--- config.mk ---
export PLATFORM = sky130hd
export DESIGN_NAME = sll_front
export DESIGN_NICKNAME = d
export VERILOG_FILES = /design/src/rtl/sll_pkg.sv /design/src/rtl/sll_front.sv
export SDC_FILE = /design/constraint.sdc
export NUM_CORES = 1
export LEC_CHECK = 0
export BUFFER_PORTS_ARGS = -buffer_cell sky130_fd_sc_hd__buf_4
export CORE_MARGIN = 10
export CORE_UTILIZATION = 55
export CTS_CLUSTER_SIZE = 28
export DETAILED_ROUTE_END_ITERATION = 7
export GPL_ROUTABILITY_DRIVEN = 0
export MAX_ROUTING_LAYER = met4
export PLACE_DENSITY = 0.87
export REMOVE_ABC_BUFFERS = 1
export SLEW_MARGIN = 20
export SYNTH_ARGS = -nofsm -noshare
export SYNTH_HDL_FRONTEND = slang
export SYNTH_SLANG_ARGS = --single-unit
export TNS_END_PERCENT = 100
--- constraint.sdc ---
create_clock -name clock -period 7 [get_ports clock]
set_clock_uncertainty 0.05 [all_clocks]
set_input_delay 0.7 -clock clock [delete_from_list [all_inputs] [get_ports clock]]
set_output_delay 0.7 -clock clock [all_outputs]
set_load 0.03 [all_outputs]
--- src/rtl/sll_pkg.sv ---
// ----------------------------------------------------------------------------
// sll_pkg
// Shared types, codes and constants of the distinct-count estimator.
// ----------------------------------------------------------------------------
package sll_pkg;

   localparam int MAX_INDEX_BITS_DEF = 12;
   localparam int RANK_WIDTH_DEF     = 64;
   localparam int ENTRY_IDX_W        = 16;
   localparam int VAL_W              = 7;
   localparam int HIST_DEPTH         = 128;
   localparam int HIST_AW            = 7;
   localparam int DVS_W              = 17;
   localparam int POW_STEPS          = 16;
   localparam int FRAC_W             = 16;
   localparam int P_W                = 31;
   localparam int EST_W              = 31;
   localparam int IP_W               = 7;
   localparam int X_W                = IP_W + FRAC_W;

   localparam logic [15:0]      EST_SCALE = 16'd39701;
   localparam logic [DVS_W-1:0] EST_DIV   = 17'd100000;
   // 100000 = 32 * 3125: drop five bits, then multiply by ceil(2^39 / 3125)
   localparam int               EST_PRESHIFT = 5;
   localparam int               EST_RECIP_W  = 28;
   localparam logic [27:0]      EST_RECIP    = 28'd175921861;
   localparam int               EST_RECIP_SH = 39;
   localparam int               QDIG_W       = 15;
   localparam logic [3:0]       INDEX_BITS_RST = 4'd10;
   localparam logic [6:0]       LIMIT_RST      = 7'd23;
   localparam logic             CSR_INDEX_BITS = 1'b0;
   localparam logic             CSR_LIMIT      = 1'b1;

   typedef enum logic [1:0] {
      OP_ADD,
      OP_MERGE,
      OP_CLEAR,
      OP_ESTIMATE
   } sll_op_type;

   typedef struct packed {
      sll_op_type               op;
      logic [ENTRY_IDX_W-1:0]   idx;
      logic [VAL_W-1:0]         val;
      logic                     skip;
   } sll_entry_type;

   typedef enum logic [4:0] {
      ST_INIT, ST_IDLE, ST_RD, ST_UPD, ST_CLR,
      ST_H0, ST_H1, ST_H2, ST_W0, ST_W1,
      ST_D1, ST_D1W, ST_PM, ST_PS, ST_SC, ST_TM, ST_D2, ST_QM, ST_QS, ST_D2W
   } sll_state_type;

   function automatic logic [63:0] isqrt64(input logic [63:0] v_in);
      logic [63:0] v;
      logic [63:0] res;
      logic [63:0] bit_v;
      v = v_in;
      res = '0;
      bit_v = 64'h1 << 62;
      while (bit_v > v) bit_v = bit_v >> 2;
      while (bit_v != 64'd0) begin
         if (v >= res + bit_v) begin
            v = v - (res + bit_v);
            res = (res >> 1) + bit_v;
         end else begin
            res = res >> 1;
         end
         bit_v = bit_v >> 2;
      end
      return res;
   endfunction

   // q30 value of 2^(2^-k), by repeated square roots of 2.0
   function automatic logic [P_W-1:0] pow_coef(input int k);
      logic [63:0] c;
      c = 64'd2 << 30;
      for (int j = 1; j <= k; j++) c = isqrt64(c << 30);
      return c[P_W-1:0];
   endfunction

endpackage

--- src/rtl/sll_front.sv ---
// ----------------------------------------------------------------------------
// sll_front
// Accepts commands, derives register index and rank, and queues them.
// ----------------------------------------------------------------------------
module sll_front #(
   parameter int MAX_INDEX_BITS = sll_pkg::MAX_INDEX_BITS_DEF,
   parameter int RANK_WIDTH     = sll_pkg::RANK_WIDTH_DEF,
   parameter int BITS_W         = $clog2(MAX_INDEX_BITS + 1)
) (
   input  logic                   clock,
   input  logic                   reset,
   input  logic                   start,
   output logic                   busy,
   input  logic [1:0]             req_op,
   input  logic [31:0]            req_hash_prefix,
   input  logic [63:0]            req_rank_field,
   input  logic [11:0]            req_merge_index,
   input  logic [6:0]             req_merge_value,
   input  logic [BITS_W-1:0]      eff_bits,
   input  logic                   init_busy,
   output logic                   q_valid,
   output sll_pkg::sll_entry_type q_entry,
   input  logic                   q_pop
);
   import sll_pkg::*;

   sll_entry_type ent_ff [2];
   sll_entry_type ent_new;
   logic          wr_ptr_ff, wr_ptr_in;
   logic          rd_ptr_ff, rd_ptr_in;
   logic [1:0]    cnt_ff, cnt_in;
   logic          push;
   logic [VAL_W-1:0] rank;
   logic [MAX_INDEX_BITS:0] m;
   logic [31:0]   hidx;

   always_comb begin
      rank = VAL_W'(RANK_WIDTH + 1);
      for (int b = RANK_WIDTH - 1; b >= 0; b--) begin
         if (req_rank_field[b]) rank = VAL_W'(b + 1);
      end
   end

   assign m    = (MAX_INDEX_BITS + 1)'(1) << eff_bits;
   assign hidx = req_hash_prefix >> (6'd32 - 6'(eff_bits));

   always_comb begin
      ent_new      = '0;
      ent_new.op   = sll_op_type'(req_op);
      case (sll_op_type'(req_op))
         OP_ADD: begin
            ent_new.idx = ENTRY_IDX_W'(hidx[MAX_INDEX_BITS-1:0]);
            ent_new.val = rank;
         end
         OP_MERGE: begin
            ent_new.idx  = ENTRY_IDX_W'(req_merge_index);
            ent_new.val  = req_merge_value;
            ent_new.skip = (32'(req_merge_index) >= 32'(m));
         end
         default: ;
      endcase
   end

   assign busy    = (cnt_ff == 2'd2) | init_busy;
   assign push    = start & ~busy;
   assign q_valid = (cnt_ff != 2'd0);
   assign q_entry = ent_ff[rd_ptr_ff];

   always_comb begin
      wr_ptr_in = wr_ptr_ff ^ push;
      rd_ptr_in = rd_ptr_ff ^ q_pop;
      cnt_in    = cnt_ff + 2'(push) - 2'(q_pop);
   end

   always_ff @(posedge clock) begin
      if (push) ent_ff[wr_ptr_ff] <= ent_new;
      if (reset) begin
         wr_ptr_ff <= 1'b0;
         rd_ptr_ff <= 1'b0;
         cnt_ff    <= 2'd0;
      end else begin
         wr_ptr_ff <= wr_ptr_in;
         rd_ptr_ff <= rd_ptr_in;
         cnt_ff    <= cnt_in;
      end
   end
endmodule

==> results.sh, run 1 <==
export IMPL_status="finished, final reports clean"
export IMPL_clk_pin_slew_ns=0.08
export IMPL_ant_nets=0
export IMPL_cts_num_sinks=48
export IMPL_r2r_slack_ns=4.96
export IMPL_num_rows=32
export IMPL_synthFlopType="edfxtp_1"
export IMPL_power_density_mw_per_mm2=160
export IMPL_first_pass_iters=5
export IMPL_fmax_ghz=0.261
export IMPL_overflow=0
export IMPL_r2r_cells=5
export IMPL_root_buffer="clkbuf_8"
export IMPL_ys_ff_latch=48
export IMPL_holdPathStages=2
export IMPL_htree_levels=2
export IMPL_min_from="cnt_ff[1]"
export IMPL_io_buffers=145
export IMPL_cp_slowest_cell="mux4_2"
export IMPL_drcViolationCount=0
export IMPL_drive_above_1_share_pct=33.9
export IMPL_synth_edff_count=44
export IMPL_grt_pass1_vias=4227
export IMPL_initial_core_util_pct=56.3
export IMPL_vdd_drop_max_v=0.0000942
export IMPL_maxCapViolCount=0
export IMPL_wl_met1_um=5020
export IMPL_timing_setup_tns_ns=0
export IMPL_io_pins=154
export IMPL_cts_path_max_buffers=2
export IMPL_slew_viol_final=0
export IMPL_syn_instance_count=458
export IMPL_rsz0062_at_grt="no"
export IMPL_cts_made_buffers=5
export IMPL_core_sq_mm=0.00769
export IMPL_worstPathRequired_ns=6.99
export IMPL_crit_fanout=35
export IMPL_finalWorstSetupSlack_ns=3.16
export IMPL_vias=4177
export IMPL_ys_types=56
export IMPL_async_flop_share_pct=0
export IMPL_clock_latency_ns=0.30
export IMPL_grt_pass1_wl_um=20300
export IMPL_r2r_start="cnt_ff[0]"
export IMPL_cts_tree="built"
export IMPL_syn_avg_cell_area_sq_um=9.44
export IMPL_syn_cell_area_sq_mm=0.00433
export IMPL_wl_met2_um=6470
export IMPL_n_antenna_cell=0
export IMPL_finalCritPeriodShare_pct=54.8
export IMPL_cts_hold_buf=0
export IMPL_yosys_warnings=0
export IMPL_finalWirelength_um=12700
export IMPL_crit_path_end_kind="register"
export IMPL_min_to="cnt_ff[1]"
export IMPL_num_fill_cells=594
export IMPL_p_leak_uw=0.00231
export IMPL_die_h_um=109
export IMPL_finalSetupViolCount=0
export IMPL_syn_to_final_growth_pct=28.8
export IMPL_detail_route_wl_per_cell_um=18.2
export IMPL_hold_viol=0
export IMPL_top_layer_used="met4"
export IMPL_relSlewSlack_pct=23.8
export IMPL_via_per_inst=6.01
export IMPL_ctsResizeCount=0
export IMPL_cp_arrival_ns=3.82
export IMPL_dieArea_sq_mm=0.0118
export IMPL_tightest_slew_ns=1.14
export IMPL_nets=740
export IMPL_grt_max_degree=36
export IMPL_final_util_pct=72.4
export IMPL_crit_type="input port to register"
export IMPL_fp_dieW_um=109
export IMPL_path_cells="buf_4 -> inv_1 -> ha_1 -> buf_4 -> mux2_2 -> mux4_2 -> mux4_2 -> a22o_1"
export IMPL_postCtsSetupBuffers=0
export IMPL_grt_usage_pct=21.7
export IMPL_dp_hpwl_um=10500
export IMPL_grt_antenna_before_repair=0
export IMPL_routed_wl_met3_um=767
export IMPL_reg2reg_to="ent_ff[0][15]"
export IMPL_cpPeakStageDelay_ns=0.48
export IMPL_hold_class="register to register"
export IMPL_drt_iter0_drc=298
export IMPL_dp_slack_ns=2.88
export IMPL_ys_seq_area_share_pct=32.4
export IMPL_finalCriticalPeriod_ns=3.84
export IMPL_critPathLaunchType="input port"
## area by class of cell
| class | count | area, sq um | share of cell area, % |
|---|---|---|---|
| well taps | 102 | 128 | 2.29 |
| repair buffers | 146 | 1100 | 19.7 |
| clock inverters | 2 | 33.8 | 0.607 |
| multi-input cells | 369 | 2750 | 49.3 |
| clock buffers | 6 | 82.6 | 1.48 |
| flip-flops and latches | 48 | 1400 | 25.2 |
| inverters | 22 | 82.6 | 1.48 |
## routing by layer
layer  track usage, %  vias to the layer above
met5                -                        -
met4             8.38                        0
met3             2.89                       34
met2             37.3                      197
met1             25.2                     1939
li1                 -                     2007
## metrics by stage
| step | cell area (sq um) | total power (uW) | std cells | hold slack (ns) |
|---|---|---|---|---|
| final | 5570 | 889 | 695 | 0.530 |
| after global routing | 5570 | 933 | 695 | 0.529 |
| after CTS | 5560 | 888 | 695 | 0.529 |
| after detailed placement | 5440 | 691 | 687 | 0.523 |
| after global placement | 5440 | 680 | 687 | 0.468 |
| after floorplan | 4220 | 549 | 439 | 0.449 |
## worst max-delay path: cells and delay by family
family                     cells  cell delay (ns)
AOI/OAI and AO/OA              1             0.25
adders and majority gates      1             0.41
buffers and inverters          3             1.08
muxes                          3             1.36
## layout by cell type, fill, tap and decap left out, drive strengths merged, types with 3 or more instances in the layout
cell type | Yosys | final
buf | 14 | 146
nor2 | 47 | 47
edfxtp | 44 | 44
nand2 | 38 | 38
a21oi | 33 | 33
mux2i | 29 | 29
mux2 | 29 | 29
o21ai | 29 | 29
inv | 22 | 22
ha | 22 | 22
nor3 | 17 | 17
mux4 | 14 | 14
nor4 | 13 | 13
nor2b | 9 | 9
nand3 | 8 | 8
a221o | 6 | 6
clkbuf | 8 | 6
a31oi | 5 | 5
nand2b | 4 | 4
a211oi | 4 | 4
o2111ai | 4 | 4
conb | 1 | 4
dfxtp | 4 | 4
a21boi | 3 | 3
or4 | 3 | 3
xnor2 | 3 | 3
o31ai | 3 | 3
o211ai | 3 | 3
nand4 | 3 | 3
o21bai | 3 | 3
o21a | 3 | 3
## worst max path at each step
stage | from | endpoint
2_1_floorplan | eff_bits[0] | ent_ff[0][15]
3_3_place_gp | eff_bits[0] | ent_ff[0][15]
3_5_place_dp | eff_bits[0] | ent_ff[0][15]
4_1_cts | eff_bits[0] | ent_ff[0][15]
5_1_grt | eff_bits[0] | ent_ff[1][15]
6_report | eff_bits[0] | ent_ff[1][15]
## power by group
part	internal, uW	switching, uW
combinational	160	180
clock	115	85.4
sequential	337	10.8
## flip-flops by register name, indices dropped and copies added (netlist names)
name / cells
ent_ff: 44
wr_ptr_ff: 1
rd_ptr_ff: 1
cnt_ff: 2
## cell usage after synthesis (all sizes together) (2+ instances only)
master | n | area share [%]
nor2 | 47 | 4.1
edfxtp | 44 | 31
nand2 | 38 | 3.3
a21oi | 33 | 3.8
mux2 | 29 | 7.5
mux2i | 29 | 6.7
o21ai | 29 | 3.4
ha | 22 | 6.4
inv | 22 | 1.9
nor3 | 17 | 2.2
buf | 14 | 2.0
mux4 | 14 | 7.4
nor4 | 13 | 1.9
nor2b | 9 | 1.3
clkbuf | 8 | 0.69
nand3 | 8 | 0.93
a221o | 6 | 1.4
a31oi | 5 | 0.72
a211oi | 4 | 0.69
dfxtp | 4 | 1.9
nand2b | 4 | 0.58
o2111ai | 4 | 0.81
a21boi | 3 | 0.52
nand4 | 3 | 0.43
o211ai | 3 | 0.52
o21a | 3 | 0.52
o21bai | 3 | 0.52
o31ai | 3 | 0.52
or4 | 3 | 0.52
xnor2 | 3 | 0.61
a211o | 2 | 0.41
a21o | 2 | 0.35
a221oi | 2 | 0.41
a22o | 2 | 0.41
a311oi | 2 | 0.41
and3 | 2 | 0.29
and3b | 2 | 0.41
o311ai | 2 | 0.41
or2 | 2 | 0.29
xor2 | 2 | 0.41
## cell families (layout without fill, tap and decap cells)
logic type                 Yosys count  after routing  share of synthesized area [%]
other                                1              4                         0.0867
adders and majority gates           22             22                           6.36
DFF                                 48             48                           32.4
and+or+nand+nor                    154            154                           17.2
xor gates and xnor gates             5              5                           1.01
muxes                               72             72                           21.6
AOI/OAI and AO/OA                  112            112                           16.6
buffers and inverters               44            176                           4.63
Power figures use the tool's default switching activity.
==> run 2: changes to the inputs <==
- CORE_UTILIZATION: 55 -> 46
- PLACE_DENSITY: 0.87 -> 0.78
- clock period: 7 -> 3.5 ns (I/O delays scaled with it)
==> results.sh, run 2 (synthesis gave the netlist of run 1 again) <==
export IMPL_cts_path_max_buffers=2
export IMPL_postCtsSetupBuffers=0
export IMPL_rsz0062_at_grt="no"
export IMPL_n_antenna_cell=0
export IMPL_hold_class="input port to register"
export IMPL_drive_above_1_share_pct=34.5
export IMPL_io_pins=154
export IMPL_cpPeakStageDelay_ns=0.52
export IMPL_most_common_layout_cells="buf_4 (153), nor2_1 (47), edfxtp_1 (44), nand2_1 (38), a21oi_1 (33)"
export IMPL_grt_max_degree=28
export IMPL_final_common_cell="buf_4"
export IMPL_io_buffers=145
export IMPL_power_share_clock_pct=22.4
export IMPL_finalCritPeriodShare_pct=77.4
export IMPL_critPathLaunchType="input port"
export IMPL_grt_usage_pct=18.8
export IMPL_whs_ns=0.177
export IMPL_slew_viol_final=0
export IMPL_die_h_um=117
export IMPL_crit_path_end_kind="register"
export IMPL_regMostFlops="ent_ff"
export IMPL_vias=4217
export IMPL_via_per_inst=5.93
export IMPL_cp_slowest_cell="mux4_2"
export IMPL_cp_arrival_ns=2.70
export IMPL_worstPathRequired_ns=3.50
export IMPL_timing_setup_tns_ns=0
export IMPL_grt_antenna_before_repair=0
export IMPL_crit_family="multiplexers"
export IMPL_hold_viol=0
export IMPL_swShare_pct=31.9
export IMPL_critPathBufInv=3
export IMPL_vdd_drop_max_v=0.000214
export IMPL_finalWirelength_um=12800
export IMPL_core_sq_mm=0.00920
export IMPL_htree_levels=2
export IMPL_fmax_ghz=0.369
export IMPL_power_density_mw_per_mm2=317
export IMPL_dieArea_sq_mm=0.0137
export IMPL_finalSetupViolCount=0
export IMPL_status="finished, final reports clean"
export IMPL_cts_made_buffers=5
export IMPL_clk_pin_slew_ns=0.08
export IMPL_num_rows=35
export IMPL_drcViolationCount=0
export IMPL_crit_fanout=21
export IMPL_dp_hpwl_um=10800
export IMPL_first_pass_iters=5
export IMPL_cts_num_sinks=48
export IMPL_combPwrFrac_pct=38.7
export IMPL_reg_top3="ent_ff: 44 flops, cnt_ff: 2 flops"
export IMPL_root_buffer="clkbuf_8"
export IMPL_syn_to_final_growth_pct=30.0
export IMPL_detail_route_wl_per_cell_um=18.0
export IMPL_cts_hold_buf=0
export IMPL_cts_tree="built"
export IMPL_fp_dieW_um=117
export IMPL_tightest_slew_ns=1.04
export IMPL_drt_iter0_drc=324
export IMPL_crit_type="input port to register"
export IMPL_grt_pass1_vias=4302
export IMPL_overflow=0
export IMPL_ctsResizeCount=0
export IMPL_clock_latency_ns=0.30
export IMPL_p_leak_uw=0.00234
export IMPL_finalCriticalPeriod_ns=2.71
export IMPL_largest_reg_flops=44
export IMPL_nets=747
export IMPL_ant_nets=0
export IMPL_switchingPower_uw=569
export IMPL_relSlewSlack_pct=30.7
export IMPL_dp_cells=703
export IMPL_maxCapViolCount=0
export IMPL_fin_cells=711
export IMPL_final_util_pct=61.1
export IMPL_initial_core_util_pct=47.0
export IMPL_p_seq_share_pct=38.9
export IMPL_p_int_uw=1220
export IMPL_finalPower_uw=1780
export IMPL_path_cells="buf_4 -> inv_1 -> ha_1 -> buf_4 -> mux2i_1 -> mux2i_1 -> mux4_2 -> a221o_1"
export IMPL_grt_pass1_wl_um=20100
## run 2: per-stage QoR
step / cell area [sq um] / setup slack [ns]
final: 5620 / 0.792
after detailed placement: 5510 / 0.471
after CTS: 5620 / 0.808
after global placement: 5510 / 0.578
after global routing: 5620 / 0.657
after floorplan: 4220 / -0.00428
## run 2: power groups by stage
stage | registers, uW | logic (uW) | clock network [uW]
2_1_floorplan | 701 | 398 | 0
3_3_place_gp | 706 | 667 | 0
3_5_place_dp | 708 | 685 | 0
4_1_cts | 696 | 688 | 405
5_1_grt | 700 | 747 | 423
6_report | 695 | 690 | 400
## run 2: final timing paths
kind,from,end,slack (ns),cells after the start
worst max-delay path,eff_bits[1],ent_ff[0][16],0.79,8
worst max register to register,cnt_ff[0],ent_ff[0][7],1.41,5
worst min register to register,cnt_ff[1],cnt_ff[1],0.49,2
worst min-delay path,reset,wr_ptr_ff,0.18,2
## run 2: per-layer routing
| layer | part of all wire, % | global-route usage [%] | vias up |
|---|---|---|---|
| met3 | 4.6 | 1.63 | 34 |
| met4 | 3.8 | 8.81 | 0 |
| met5 | 0 | - | - |
| li1 | - | - | 2026 |
| met2 | 51 | 33.4 | 172 |
| met1 | 41 | 21.0 | 1985 |
## run 2: final cells by class
type | instances | area [sq um]
Tap cell | 111 | 139
Sequential cell | 48 | 1400
Fill cell | 785 | 3570
Clock buffer | 5 | 68.8
Clock inverter | 3 | 46.3
Inverter | 22 | 82.6
Multi-Input combinational cell | 369 | 2740
Timing Repair Buffer | 153 | 1150
## run 2: worst reg2reg max path, delay by kind of cell, from the launching register on
kind | cells | cell delay [ns]
and+or+nand+nor | 1 | 0.12
DFF | 1 | 0.37
adders and majority gates | 1 | 0.84
buffers and inverters | 2 | 0.16
AOI/OAI and AO/OA | 1 | 0.18
==> run 3: changes to the inputs <==
- clock period: 3.5 -> 2.3 ns (I/O delays scaled with it)
==> results.sh, run 3 (synthesis gave the netlist of run 1 again) <==
export IMPL_status="finished, final reports clean"
export IMPL_core_sq_mm=0.00920
export IMPL_rsz0062_at_grt="no"
export IMPL_r2r_start="cnt_ff[0]"
export IMPL_r2r_slack_ns=0.61
export IMPL_cp_slowest_cell="mux4_2"
export IMPL_finalWorstSetupSlack_ns=0.0396
export IMPL_cts_made_buffers=5
export IMPL_hold_class="input port to register"
export IMPL_cts_num_sinks=48
export IMPL_grt_usage_pct=19.6
export IMPL_first_pass_iters=5
export IMPL_path_cells="buf_4 -> inv_1 -> ha_4 -> mux2_2 -> mux4_2 -> mux4_2 -> a22o_1"
export IMPL_crit_fanout=6
export IMPL_ant_nets=0
export IMPL_relSlewSlack_pct=56.3
export IMPL_dp_hpwl_um=11300
export IMPL_num_rows=35
export IMPL_worstPathRequired_ns=2.30
export IMPL_crit_path_end_kind="register"
export IMPL_clk_pin_slew_ns=0.09
export IMPL_grt_antenna_before_repair=0
export IMPL_vdd_drop_max_v=0.000305
export IMPL_crit_type="input port to register"
export IMPL_cts_hold_buf=0
export IMPL_htree_levels=2
export IMPL_p_leak_uw=0.00245
export IMPL_largest_reg_flops=44
export IMPL_drcViolationCount=0
export IMPL_regMostFlops="ent_ff"
export IMPL_final_common_cell="buf_4"
export IMPL_initial_core_util_pct=47.0
export IMPL_min_to="cnt_ff[1]"
export IMPL_fp_dieW_um=117
export IMPL_drive_above_1_share_pct=37.5
export IMPL_reg_top3="ent_ff: 44 flops, cnt_ff: 2 flops"
export IMPL_min_from="reset"
export IMPL_dp_slack_ns=-0.507
export IMPL_nets=769
export IMPL_finalWirelength_um=13500
export IMPL_grt_pass1_vias=4365
export IMPL_io_buffers=145
export IMPL_fmax_ghz=0.442
export IMPL_finalCriticalPeriod_ns=2.26
export IMPL_holdPathStages=2
export IMPL_io_pins=154
export IMPL_cts_path_max_buffers=2
export IMPL_cp_arrival_ns=2.26
export IMPL_grt_max_degree=28
export IMPL_root_buffer="clkbuf_8"
export IMPL_drt_iter0_drc=219
export IMPL_dieArea_sq_mm=0.0137
export IMPL_reg2reg_to="cnt_ff[1]"
export IMPL_r2r_cells=9
export IMPL_cpPeakStageDelay_ns=0.49
export IMPL_num_fill_cells=758
export IMPL_vias=4316
export IMPL_most_common_layout_cells="buf_4 (172), nor2_1 (47), edfxtp_1 (44), nand2_1 (38), a21oi_1 (33)"
export IMPL_tightest_slew_ns=0.649
export IMPL_overflow=0
export IMPL_timing_setup_tns_ns=0
export IMPL_detail_route_wl_per_cell_um=18.4
export IMPL_clock_latency_ns=0.29
export IMPL_maxCapViolCount=0
export IMPL_finalCritPeriodShare_pct=98.3
export IMPL_die_h_um=117
export IMPL_grt_pass1_wl_um=21000
export IMPL_cts_tree="built"
export IMPL_via_per_inst=5.89
export IMPL_syn_to_final_growth_pct=34.8
export IMPL_worst_path_most_repeated_cell="mux4_2"
export IMPL_finalSetupViolCount=0
export IMPL_power_density_mw_per_mm2=475
export IMPL_hold_viol=0
export IMPL_critPathLaunchType="input port"
export IMPL_slew_viol_final=0
export IMPL_n_antenna_cell=0
==> run 3: timing repair <==
action | in CTS | in global routing
resized for setup | 4 | 4
setup buffers | 0 | 1
pin swaps | 0 | 1
endpoints found under the setup margin | 24 | 10
hold endpoints to repair | 0 | 0
==> run 3: power by group <==
| group | total (uW) | internal (uW) | leakage (uW) | switching, uW |
|---|---|---|---|---|
| logic | 1130 | 547 | 0.00195 | 588 |
| registers | 1040 | 1020 | 0.000444 | 17.2 |
| clock network | 595 | 322 | 0.0000541 | 274 |
==> run 3: worst max path at each step <==
stage	from	end	slack, ns	cells past startpoint
finish	eff_bits[0]	ent_ff[1][15]	0.04	7
global route	eff_bits[1]	ent_ff[1][15]	0.004	7
CTS	eff_bits[0]	ent_ff[1][15]	0.03	7
detailed placement	eff_bits[1]	ent_ff[0][17]	-0.51	8
global placement	eff_bits[0]	ent_ff[0][17]	-0.37	8
floorplan	eff_bits[0]	ent_ff[0][15]	-1.08	6
==> run 3: worst max-delay path, delay by kind of cell <==
family	cells	cell delay, ns
compound gates	1	0.22
buf+inv	2	0.16
mux	3	1.33
fa+ha+maj	1	0.32
==> run 3: cell type report <==
class / count / area (sq um) / share of cell area [%]
Timing Repair Buffer: 175 / 1340 / 22.9
Clock inverter: 3 / 42.5 / 0.730
Inverter: 22 / 82.6 / 1.42
Clock buffer: 5 / 68.8 / 1.18
Tap cell: 111 / 139 / 2.38
Sequential cell: 48 / 1400 / 24.0
Multi-Input combinational cell: 369 / 2760 / 47.3
==> run 3: metrics by stage <==
step	hold WS [ns]	utilization (%)	instance area, sq um	total power, uW	cells
after floorplan	0.247	-	4220	1670	439
after global placement	0.374	61.7	5680	2140	724
after detailed placement	0.379	61.7	5680	2170	724
after CTS	0.0550	63.2	5810	2770	732
after global routing	0.0531	63.4	5830	2910	733
final	0.0656	63.4	5830	2770	733
==> run 3: routing by layer <==
metal,share of wire (%),wire [um],GRT usage [%],up-vias
met3,6.1,823,2.80,26
met2,52,7010,34.9,198
li1,-,-,-,2067
met1,40,5330,22.4,2025
met4,2.3,307,5.85,0
met5,0,0,-,-
